--- src/rsit_pkg.sv ---
package rsit_pkg;

  localparam int DataW       = 32;
  localparam int PlaneW      = 3;
  localparam int NumPlanesDf = 7;
  localparam int QueueDepth  = 2;

  localparam logic signed [DataW-1:0] QMax = {1'b0, {(DataW-1){1'b1}}};
  localparam logic signed [DataW-1:0] QMin = {1'b1, {(DataW-1){1'b0}}};

  typedef struct packed {
    logic signed [DataW-1:0] slab_low;
    logic signed [DataW-1:0] slab_high;
    logic signed [DataW-1:0] origin_proj;
    logic signed [DataW-1:0] dir_proj;
    logic                    last_slab;
  } slab_t;

  typedef struct packed {
    logic                    hit;
    logic signed [DataW-1:0] entry_dist;
    logic signed [DataW-1:0] exit_dist;
    logic [PlaneW-1:0]       entry_plane;
  } result_t;

  // queue entry between front and back
  typedef struct packed {
    logic                    eval;
    logic [PlaneW-1:0]       plane;
    logic                    last_slab;
    logic                    neg_dir;
    logic                    zero_dir;
    logic signed [DataW:0]   num_lo;
    logic signed [DataW:0]   num_hi;
    logic signed [DataW-1:0] dir_proj;
  } job_t;

  typedef enum logic [1:0] {
    BK_IDLE,
    BK_DIV,
    BK_UPD,
    BK_OUT
  } bk_state_t;

endpackage

--- src/rsit_if.sv ---
interface rsit_slab_if;
  logic             valid;
  logic             ready;
  rsit_pkg::slab_t  data;
  modport source (output valid, output data, input ready);
  modport sink   (input valid, input data, output ready);
endinterface

interface rsit_result_if;
  logic              valid;
  logic              ready;
  rsit_pkg::result_t data;
  modport source (output valid, output data, input ready);
  modport sink   (input valid, input data, output ready);
endinterface

--- src/rsit_front.sv ---
module rsit_front #(
  parameter int NumPlanes = rsit_pkg::NumPlanesDf
) (
  input  logic            clk,
  input  logic            rst_n,
  input  logic            in_valid,
  output logic            in_ready,
  input  rsit_pkg::slab_t in_data,
  output logic            job_valid,
  input  logic            job_ready,
  output rsit_pkg::job_t  job_data
);
  localparam int PtrW = $clog2(rsit_pkg::QueueDepth);

  rsit_pkg::job_t q_mem [rsit_pkg::QueueDepth];
  logic [PtrW-1:0] wr_r, wr_nxt, rd_r, rd_nxt;
  logic [PtrW:0]   cnt_r, cnt_nxt;
  logic [rsit_pkg::PlaneW-1:0] count_r, count_nxt;
  rsit_pkg::job_t  job_in;
  logic push, pop;

  assign in_ready  = (cnt_r != rsit_pkg::QueueDepth[PtrW:0]);
  assign push      = in_valid && in_ready;
  assign job_valid = (cnt_r != '0);
  assign pop       = job_valid && job_ready;
  assign job_data  = q_mem[rd_r];

  always_comb begin
    job_in.eval      = ({1'b0, count_r} < NumPlanes[rsit_pkg::PlaneW:0]);
    job_in.plane     = count_r;
    job_in.last_slab = in_data.last_slab;
    job_in.neg_dir   = in_data.dir_proj[rsit_pkg::DataW-1];
    job_in.zero_dir  = (in_data.dir_proj == '0);
    job_in.num_lo    = {in_data.slab_low[rsit_pkg::DataW-1], in_data.slab_low}
                     - {in_data.origin_proj[rsit_pkg::DataW-1], in_data.origin_proj};
    job_in.num_hi    = {in_data.slab_high[rsit_pkg::DataW-1], in_data.slab_high}
                     - {in_data.origin_proj[rsit_pkg::DataW-1], in_data.origin_proj};
    job_in.dir_proj  = in_data.dir_proj;
  end

  always_comb begin
    count_nxt = count_r;
    if (push) begin
      if (in_data.last_slab) count_nxt = '0;
      else if (count_r != '1) count_nxt = count_r + 1'b1;
    end
    wr_nxt  = push ? wr_r + 1'b1 : wr_r;
    rd_nxt  = pop ? rd_r + 1'b1 : rd_r;
    cnt_nxt = cnt_r + {{PtrW{1'b0}}, push} - {{PtrW{1'b0}}, pop};
  end

  always_ff @(posedge clk) begin
    if (!rst_n) begin
      wr_r <= '0; rd_r <= '0; cnt_r <= '0; count_r <= '0;
    end else begin
      wr_r <= wr_nxt; rd_r <= rd_nxt; cnt_r <= cnt_nxt; count_r <= count_nxt;
    end
  end

  always_ff @(posedge clk) begin
    if (push) q_mem[wr_r] <= job_in;
  end

  a_no_overflow: assert property (@(posedge clk) disable iff (!rst_n)
    cnt_r <= rsit_pkg::QueueDepth[PtrW:0]) else $error("queue overflow");
  a_pop_nonempty: assert property (@(posedge clk) disable iff (!rst_n)
    pop |-> cnt_r != '0) else $error("pop from empty queue");
  a_count_clear: assert property (@(posedge clk) disable iff (!rst_n)
    (push && in_data.last_slab) |=> count_r == '0) else $error("count not cleared");
endmodule

--- src/rsit_div.sv ---
module rsit_div (
  input  logic                              clk,
  input  logic                              rst_n,
  input  logic                              start,
  input  logic signed [rsit_pkg::DataW:0]   num,
  input  logic signed [rsit_pkg::DataW-1:0] den,
  output logic                              done,
  output logic signed [rsit_pkg::DataW-1:0] quot
);
  // dividend is num * 2^16, |num*2^16| < 2^49
  localparam int NW   = rsit_pkg::DataW + 17;
  localparam int CntW = $clog2(NW + 1);

  logic [NW-1:0] dvd_r, dvd_nxt, q_r, q_nxt;
  logic [rsit_pkg::DataW:0] rem_r, rem_nxt;
  logic [rsit_pkg::DataW-1:0] dmag_r;
  logic neg_r, busy_r, busy_nxt;
  logic [CntW-1:0] cnt_r, cnt_nxt;
  logic [rsit_pkg::DataW+1:0] trial;
  logic [NW-1:0] n_abs;
  logic signed [NW-1:0] n_ext, qs;

  assign n_ext = {num, 16'd0};
  assign n_abs = n_ext[NW-1] ? -n_ext : n_ext;
  assign trial = {rem_r, dvd_r[NW-1]} - {2'b00, dmag_r};

  always_comb begin
    dvd_nxt = dvd_r; q_nxt = q_r; rem_nxt = rem_r; cnt_nxt = cnt_r; busy_nxt = busy_r;
    if (busy_r) begin
      dvd_nxt = {dvd_r[NW-2:0], 1'b0};
      if (!trial[rsit_pkg::DataW+1]) begin
        rem_nxt = trial[rsit_pkg::DataW:0];
        q_nxt   = {q_r[NW-2:0], 1'b1};
      end else begin
        rem_nxt = {rem_r[rsit_pkg::DataW-1:0], dvd_r[NW-1]};
        q_nxt   = {q_r[NW-2:0], 1'b0};
      end
      cnt_nxt = cnt_r - 1'b1;
      if (cnt_r == CntW'(1)) busy_nxt = 1'b0;
    end else if (start) begin
      dvd_nxt = n_abs; q_nxt = '0; rem_nxt = '0;
      cnt_nxt = CntW'(NW); busy_nxt = 1'b1;
    end
  end

  always_ff @(posedge clk) begin
    if (!rst_n) begin
      busy_r <= 1'b0; cnt_r <= '0; done <= 1'b0;
    end else begin
      busy_r <= busy_nxt; cnt_r <= cnt_nxt;
      done   <= busy_r && (cnt_r == CntW'(1));
    end
  end

  always_ff @(posedge clk) begin
    dvd_r <= dvd_nxt; q_r <= q_nxt; rem_r <= rem_nxt;
    if (!busy_r && start) begin
      dmag_r <= den[rsit_pkg::DataW-1] ? -den : den;
      neg_r  <= num[rsit_pkg::DataW] ^ den[rsit_pkg::DataW-1];
    end
  end

  // saturate the signed quotient
  assign qs = neg_r ? -$signed(q_r) : $signed(q_r);
  always_comb begin
    if (qs > $signed({{(NW-rsit_pkg::DataW){1'b0}}, rsit_pkg::QMax}))
      quot = rsit_pkg::QMax;
    else if (qs < $signed({{(NW-rsit_pkg::DataW){1'b1}}, rsit_pkg::QMin}))
      quot = rsit_pkg::QMin;
    else
      quot = qs[rsit_pkg::DataW-1:0];
  end
endmodule

--- src/rsit_back.sv ---
module rsit_back (
  input  logic              clk,
  input  logic              rst_n,
  input  logic              job_valid,
  output logic              job_ready,
  input  rsit_pkg::job_t    job_data,
  output logic              out_valid,
  input  logic              out_ready,
  output rsit_pkg::result_t out_data
);
  rsit_pkg::bk_state_t st_r, st_nxt;
  rsit_pkg::job_t job_r;
  logic signed [rsit_pkg::DataW-1:0] near_r, far_r, q_lo, q_hi, tn, tf, nn, nf;
  logic [rsit_pkg::PlaneW-1:0] plane_r;
  logic missed_r, d_lo, d_hi, div_start, take, skip;

  assign take = (st_r == rsit_pkg::BK_IDLE) && job_valid;
  assign skip = !job_data.eval || missed_r || job_data.zero_dir;
  assign div_start = take && !skip;

  rsit_div u_div_lo (.clk, .rst_n, .start(div_start), .num(job_data.num_lo),
                     .den(job_data.dir_proj), .done(d_lo), .quot(q_lo));
  rsit_div u_div_hi (.clk, .rst_n, .start(div_start), .num(job_data.num_hi),
                     .den(job_data.dir_proj), .done(d_hi), .quot(q_hi));

  always_comb begin
    st_nxt = st_r;
    unique case (st_r)
      rsit_pkg::BK_IDLE: if (job_valid) begin
        if (!job_data.eval || missed_r) st_nxt = job_data.last_slab ?
                                                 rsit_pkg::BK_OUT : rsit_pkg::BK_IDLE;
        else if (job_data.zero_dir) st_nxt = rsit_pkg::BK_UPD;
        else st_nxt = rsit_pkg::BK_DIV;
      end
      rsit_pkg::BK_DIV:  if (d_lo) st_nxt = rsit_pkg::BK_UPD;
      rsit_pkg::BK_UPD:  st_nxt = job_r.last_slab ? rsit_pkg::BK_OUT : rsit_pkg::BK_IDLE;
      rsit_pkg::BK_OUT:  if (out_ready) st_nxt = rsit_pkg::BK_IDLE;
      default:           st_nxt = rsit_pkg::BK_IDLE;
    endcase
  end

  always_comb begin
    job_ready = (st_r == rsit_pkg::BK_IDLE);
    out_valid = (st_r == rsit_pkg::BK_OUT);
    out_data.hit         = !missed_r;
    out_data.entry_dist  = near_r;
    out_data.exit_dist   = far_r;
    out_data.entry_plane = plane_r;
  end

  always_comb begin
    if (job_r.zero_dir) begin
      tn = job_r.num_lo[rsit_pkg::DataW] ? rsit_pkg::QMin : rsit_pkg::QMax;
      tf = job_r.num_hi[rsit_pkg::DataW] ? rsit_pkg::QMin : rsit_pkg::QMax;
    end else if (job_r.neg_dir) begin
      tn = q_hi; tf = q_lo;
    end else begin
      tn = q_lo; tf = q_hi;
    end
    nn = (tn > near_r) ? tn : near_r;
    nf = (tf < far_r) ? tf : far_r;
  end

  always_ff @(posedge clk) begin
    if (!rst_n) begin
      st_r <= rsit_pkg::BK_IDLE;
      near_r <= rsit_pkg::QMin; far_r <= rsit_pkg::QMax;
      plane_r <= '0; missed_r <= 1'b0;
    end else begin
      st_r <= st_nxt;
      if (st_r == rsit_pkg::BK_UPD) begin
        near_r <= nn; far_r <= nf;
        if (tn > near_r) plane_r <= job_r.plane;
        if (nn > nf) missed_r <= 1'b1;
      end
      if (st_r == rsit_pkg::BK_OUT && out_ready) begin
        near_r <= rsit_pkg::QMin; far_r <= rsit_pkg::QMax;
        plane_r <= '0; missed_r <= 1'b0;
      end
    end
  end

  always_ff @(posedge clk) begin
    if (take) job_r <= job_data;
  end

  a_div_pair: assert property (@(posedge clk) disable iff (!rst_n)
    d_lo == d_hi) else $error("dividers out of step");
  a_div_state: assert property (@(posedge clk) disable iff (!rst_n)
    d_lo |-> st_r == rsit_pkg::BK_DIV) else $error("quotient outside divide state");
  a_out_clear: assert property (@(posedge clk) disable iff (!rst_n)
    (out_valid && out_ready) |=> (near_r == rsit_pkg::QMin && !missed_r))
    else $error("accumulators not cleared");
endmodule

--- src/ray_slab_interval_test_core.sv ---
// Channel  | Dir | Payload                                           | Handshake
// in_      | in  | slab_low, slab_high, origin_proj, dir_proj, last  | valid/ready
// out_     | out | hit, entry_dist, exit_dist, entry_plane           | valid/ready
//
// An evaluated slab passes through dispatch, the two radix-2 dividers running
// in parallel (one iteration per quotient bit, then a done flag) and
// compare/update in the back end. Skipped slabs (after a miss or beyond
// NumPlanes) return straight to idle; zero direction slabs skip the dividers and
// go to update. After the last slab the result is held until out_ready is high.
// Reset is synchronous, active low, and clears the accumulators at once.
// A two-entry queue lets the front accept slabs while the back divides or
// waits on out_ready.
module ray_slab_interval_test_core #(
  parameter int NumPlanes = rsit_pkg::NumPlanesDf
) (
  input logic         clk,
  input logic         rst_n,
  rsit_slab_if.sink   in_ch,
  rsit_result_if.source out_ch
);
  logic           job_valid, job_ready;
  rsit_pkg::job_t job_data;

  // classify slabs and form exact differences
  rsit_front #(.NumPlanes(NumPlanes)) u_front (
    .clk, .rst_n,
    .in_valid(in_ch.valid), .in_ready(in_ch.ready), .in_data(in_ch.data),
    .job_valid, .job_ready, .job_data
  );

  // divide, swap, update the interval, report
  rsit_back u_back (
    .clk, .rst_n,
    .job_valid, .job_ready, .job_data,
    .out_valid(out_ch.valid), .out_ready(out_ch.ready), .out_data(out_ch.data)
  );
endmodule

--- src/flat_wrapper.sv ---
// flat-port wrapper written by rule: the top's interface ports become plain ports
module ray_slab_interval_test_core_flat 
#(
  parameter int NumPlanes = rsit_pkg::NumPlanesDf
)
  (clk, rst_n, in_ch_valid, in_ch_data, in_ch_ready, out_ch_valid, out_ch_data, out_ch_ready);
  rsit_slab_if in_ch_i ();
  rsit_result_if out_ch_i ();
  input logic clk;
  input logic rst_n;
  input wire logic [$bits(in_ch_i.valid)-1:0] in_ch_valid;
  input wire logic [$bits(in_ch_i.data)-1:0] in_ch_data;
  output wire logic [$bits(in_ch_i.ready)-1:0] in_ch_ready;
  output wire logic [$bits(out_ch_i.valid)-1:0] out_ch_valid;
  output wire logic [$bits(out_ch_i.data)-1:0] out_ch_data;
  input wire logic [$bits(out_ch_i.ready)-1:0] out_ch_ready;
  assign in_ch_i.valid = in_ch_valid;
  assign in_ch_i.data = in_ch_data;
  assign in_ch_ready = in_ch_i.ready;
  assign out_ch_valid = out_ch_i.valid;
  assign out_ch_data = out_ch_i.data;
  assign out_ch_i.ready = out_ch_ready;
  ray_slab_interval_test_core #(.NumPlanes(NumPlanes)) u_core (.clk(clk), .rst_n(rst_n), .in_ch(in_ch_i), .out_ch(out_ch_i));
endmodule
--- config.mk ---
export PLATFORM = sky130hd
export DESIGN_NAME = ray_slab_interval_test_core_flat
export DESIGN_NICKNAME = d
export VERILOG_FILES = /design/src/rsit_pkg.sv /design/src/rsit_if.sv /design/src/rsit_front.sv /design/src/rsit_div.sv /design/src/rsit_back.sv /design/src/ray_slab_interval_test_core.sv /design/src/flat_wrapper.sv
export SDC_FILE = /design/constraint.sdc
export NUM_CORES = 2
export LEC_CHECK = 0
export ABC_AREA = 1
export BUFFER_PORTS_ARGS = -buffer_cell sky130_fd_sc_hd__buf_2
export CORE_AREA = 8 8 263 265
export CTS_BUF_LIST = sky130_fd_sc_hd__clkbuf_2 sky130_fd_sc_hd__clkbuf_4 sky130_fd_sc_hd__clkbuf_8
export DETAILED_ROUTE_END_ITERATION = 8
export DIE_AREA = 0 0 271 273
export GPL_TIMING_DRIVEN = 0
export PLACE_DENSITY_LB_ADDON = 0.08
export SYNTH_ARGS = -nofsm -noshare
export SYNTH_HDL_FRONTEND = slang
export SYNTH_SLANG_ARGS = --single-unit
--- constraint.sdc ---
create_clock -name clk -period 13.8 [get_ports clk]
set_input_delay 1.38 -clock clk [delete_from_list [all_inputs] [get_ports clk]]
set_output_delay 1.38 -clock clk [all_outputs]
set_load 0.02 [all_outputs]
==> run summary <==
* **EDFF count, synth** 512
* **global-route wire length before repair** 168000 um
* **worst setup path endpoint** u_core.u_back.missed_r
* **Final GP Congestion** 0.959
* **clock transition time at the flip-flop clock pins of the worst setup and hold paths** 0.06 ns
* **highest achievable clock rate** 118 MHz
* **ranking of synthesized cells by area** edfxtp_1 (40%), nand2_1 (9.8%), ha_1 (7.7%)
* **required time worst endpoint** 14.44 ns
* **Main synth FF type** edfxtp_1
* **CTS tree** built
* **final layout net count** 5314
* **register-to-register setup slack** 5.31 ns
* **actual slew at the worst max-slew pin** 1.22 ns
* **H-tree levels** 3
* **Die Width** 271 um
* **Comb pwr share** 58.0%
* **Final Max Slew Viols** 0
* **standby leakage power** 19.2 nW
* **worst supply voltage drop on vdd** 0.000181 V
* **CP Launch Point** u_core.u_back.u_div_hi.q_r[0]
* **fraction of final layout cells sized beyond drive strength 1** 10.7%
* **sequential power share** 27.9%
* **Placed Cells** 5701
* **critical path arrival** 9.12 ns
* **async set-reset flop share out of synthesis** 0%
* **Initial Utilization** 59.2%
* **share of Yosys cell area claimed by the top area cell type** 39.9%
* **Final ANT Viol Nets** 0
* **initial antenna violation count** 4
* **Total Wirelength** 108000 um
* **largest net degree at the start of global routing** 84
* **max incr delay on CP** 0.52 ns
* **Setup Crit Path Kind** register to register
* **height of the chip** 273 um
* **Post-Route Utilization** 66.2%
* **num rows** 94
* **final count of hold timing violations** 0
* **via count normalized by instance count** 5.58
* **via count of the first global-routing pass** 31406
* **startpoint of the most critical register-to-register path** u_core.u_back.u_div_hi.q_r[0]
* **cts hold-fix bufs** 0
* **root buffer selected by CTS** clkbuf_8
* **residual overflow from global routing** 0
* **synthesized-area fraction occupied by xor and xnor cells** 5.50%
* **status** completed
* **estimated wirelength of the detail-placed design** 83700 um
* **Slowest-stage cell, CP** edfxtp_1
* **fraction of synthesized area in multiplexers** 0.935%
* **RSZ-0062 raised after global routing** no
* **Worst Setup Slack, final** 5.31 ns
* **Cell Pwr Density** 279 mW/mm^2
* **Register-to-Register Path Depth** 39
* **total of endpoints with negative setup slack in the final report** 0
* **Synth Warn #** 0
* **standard cell core area** 0.0650 mm^2
* **switching pwr** 5.95 mW
* **Total Negative Setup Slacks** 0 ns
* **synth unique cells** 68
* **class of the tightest hold or removal check** register to register
* **total number of clock tree sinks** 605
* **max-cap violations** 0
* **post-synthesis share of cell area spent on and, or, nand and nor gates** 20.1%
* **total of cells resized after clock tree synthesis** 0
* **clock share of power** 14.1%
* **library cell occupying the most area in the post-synthesis netlist** edfxtp_1
* **combinational family with the most area after synthesis** simple AND/OR/NAND/NOR gates
* **die footprint** 0.0740 mm^2
* **initial drt markers** 2538
* **Total Routing Usage GR** 28.3%
* **routed length per instance** 18.3 um
* **share of total power consumed by net switching** 49.4%
* **Period minus WS final** 8.49 ns
* **DRC violation count after routing** 0
* **internal power contribution** 6.08 mW
* **routed via count** 32878
* **gate count of the mapped netlist** 4625
* **post-synthesis sequential area ratio** 44.7%
* **number of buffers created by CTS** 102
* **area overhead of the layout relative to synthesis** 11.8%
* **mean instance size in the synthesized netlist** 8.33 um^2
* **Cell Area, Synth** 0.0385 mm^2
* **Non-Filler Instances** 5893
* **number of buffers on the longest clock path** 3
* **Post-Route Skew** 0.0471 ns
* **cell occurring most often along the worst timing path** nand2_1
* **Post-Syn Nets** 4998
* **clock latency on the worst-skew pair** 0.74 ns
* **setup slack at placement** 5.48 ns
* **Commonest cells post-synth** nand2_1 (1008), inv_1 (612), edfxtp_1 (512), a21oi_1 (391), nor2_1 (362)
* **crit share post-route** 61.5%
* **element type at the critical path start** register
* **synthesis-stage register bit count** 605
* **area fraction in compound gates after synthesis** 13.0%
* **setup repair bufs after CTS** 0
* **Reg2Reg Capture Point** u_core.u_back.missed_r
* **synthesized-area fraction occupied by adder cells** 7.87%
* **worst slew margin relative to its limit** 18.1%
* **# port buffers** 202
* **largest fanout of any net on the critical path** 10
* **top-level I/O count** 203
* **category of the worst setup path capture point** register
* **most frequently used cell type in the post-synthesis netlist** nand2_1
* **number of search-and-repair iterations in the first detailed-routing pass** 8
cell families after synthesis:
family	after synthesis
muxes	36
DFF	605
and+or+nand+nor	1815
adders and majority gates	240
xor gates and xnor gates	242
buffers and inverters	780
AOI/OAI and AO/OA	907
critical path, delay by kind of cell, from the launching register on:
kind            cells  cell delay (ns)
buf+inv             6             1.70
compound gates     10             1.92
flops               1             0.52
simple gates       17             2.67
xor+xnor            3             0.82
fa+ha+maj           3             0.75
worst min path at each step:
stage / startpoint / endpoint / slack (ns) / cells after the start
after global routing: u_core.u_front.rd_r / u_core.u_front.rd_r / 0.51 / 1
after global placement: u_core.u_front.rd_r / u_core.u_front.rd_r / 0.44 / 1
after floorplan: u_core.u_front.rd_r / register / 0.43 / 1
after detailed placement: u_core.u_front.rd_r / u_core.u_front.rd_r / 0.46 / 1
final: u_core.u_front.rd_r / u_core.u_front.rd_r / 0.47 / 1
after CTS: u_core.u_front.rd_r / u_core.u_front.rd_r / 0.47 / 1
registers in the layout, summed over array words and instances, names as in the netlist, 33 cells and up, named ones only:
| register | count |
|---|---|
| u_core.u_back.u_div_hi.q_r | 49 |
| u_core.u_back.u_div_hi.dvd_r | 33 |
| u_core.u_back.u_div_hi.rem_r | 33 |
| u_core.u_back.u_div_lo.rem_r | 33 |
| u_core.u_back.u_div_lo.dvd_r | 33 |
| u_core.u_back.u_div_lo.q_r | 49 |
| u_core.u_front.q_mem | 208 |
cells in the final DEF (no fill, tap or decap), types with 13 or more instances in the layout:
cell	synthesis	final
nor3_1	30	30
a21oi_1	391	391
clkbuf_4	0	30
clkinv_2	0	13
ha_1	236	236
nor2_1	362	360
xnor2_1	91	91
nand4_1	57	57
nand2_1	1008	1008
clkbuf_1	112	112
edfxtp_1	512	512
clkbuf_8	0	113
nor4_1	17	17
buf_1	22	22
o21ai_1	22	22
nand3_1	211	211
clkinv_1	2	24
dfxtp_1	93	93
inv_1	612	610
a211oi_1	64	64
or2_2	62	62
buf_2	20	222
mux2i_1	36	36
o21ai_0	326	326
a31oi_1	13	13
xor2_1	151	151
nand2_2	14	14
through the flow:
stage,hold slack (ns),instance area [um^2],power (mW)
detailed placement,0.457,40900,10.2
global route,0.510,43100,13.0
CTS,0.465,43000,12.0
floorplan,0.426,38500,8.16
global placement,0.436,40600,10.2
finish,0.471,43100,12.0
layout make-up:
class	instances	area (um^2)
clock buffer	143	1780
sequential	605	17200
inverter	619	2330
clock inverter	46	382
tap	864	1080
multi-input combinational	3240	18300
fill	5647	22000
buffer	161	671
timing repair buffer	212	1260
antenna	3	7.51
layer usage:
| layer | track usage, % | wire [um] |
|---|---|---|
| met1 | 37.6 | 47100 |
| met2 | 47.7 | 51000 |
| met3 | 3.84 | 6550 |
| met4 | 9.37 | 3160 |
| met5 | 0 | 30 |
power groups by stage:
stage | registers, mW | logic, mW | clock network [mW]
floorplan | 3.36 | 4.80 | 0
global placement | 3.46 | 6.72 | 0
detailed placement | 3.37 | 6.88 | 0
CTS | 3.34 | 6.91 | 1.72
global route | 3.41 | 7.78 | 1.80
finish | 3.35 | 6.98 | 1.70
Note: power is estimated with default switching activity, not from simulation.
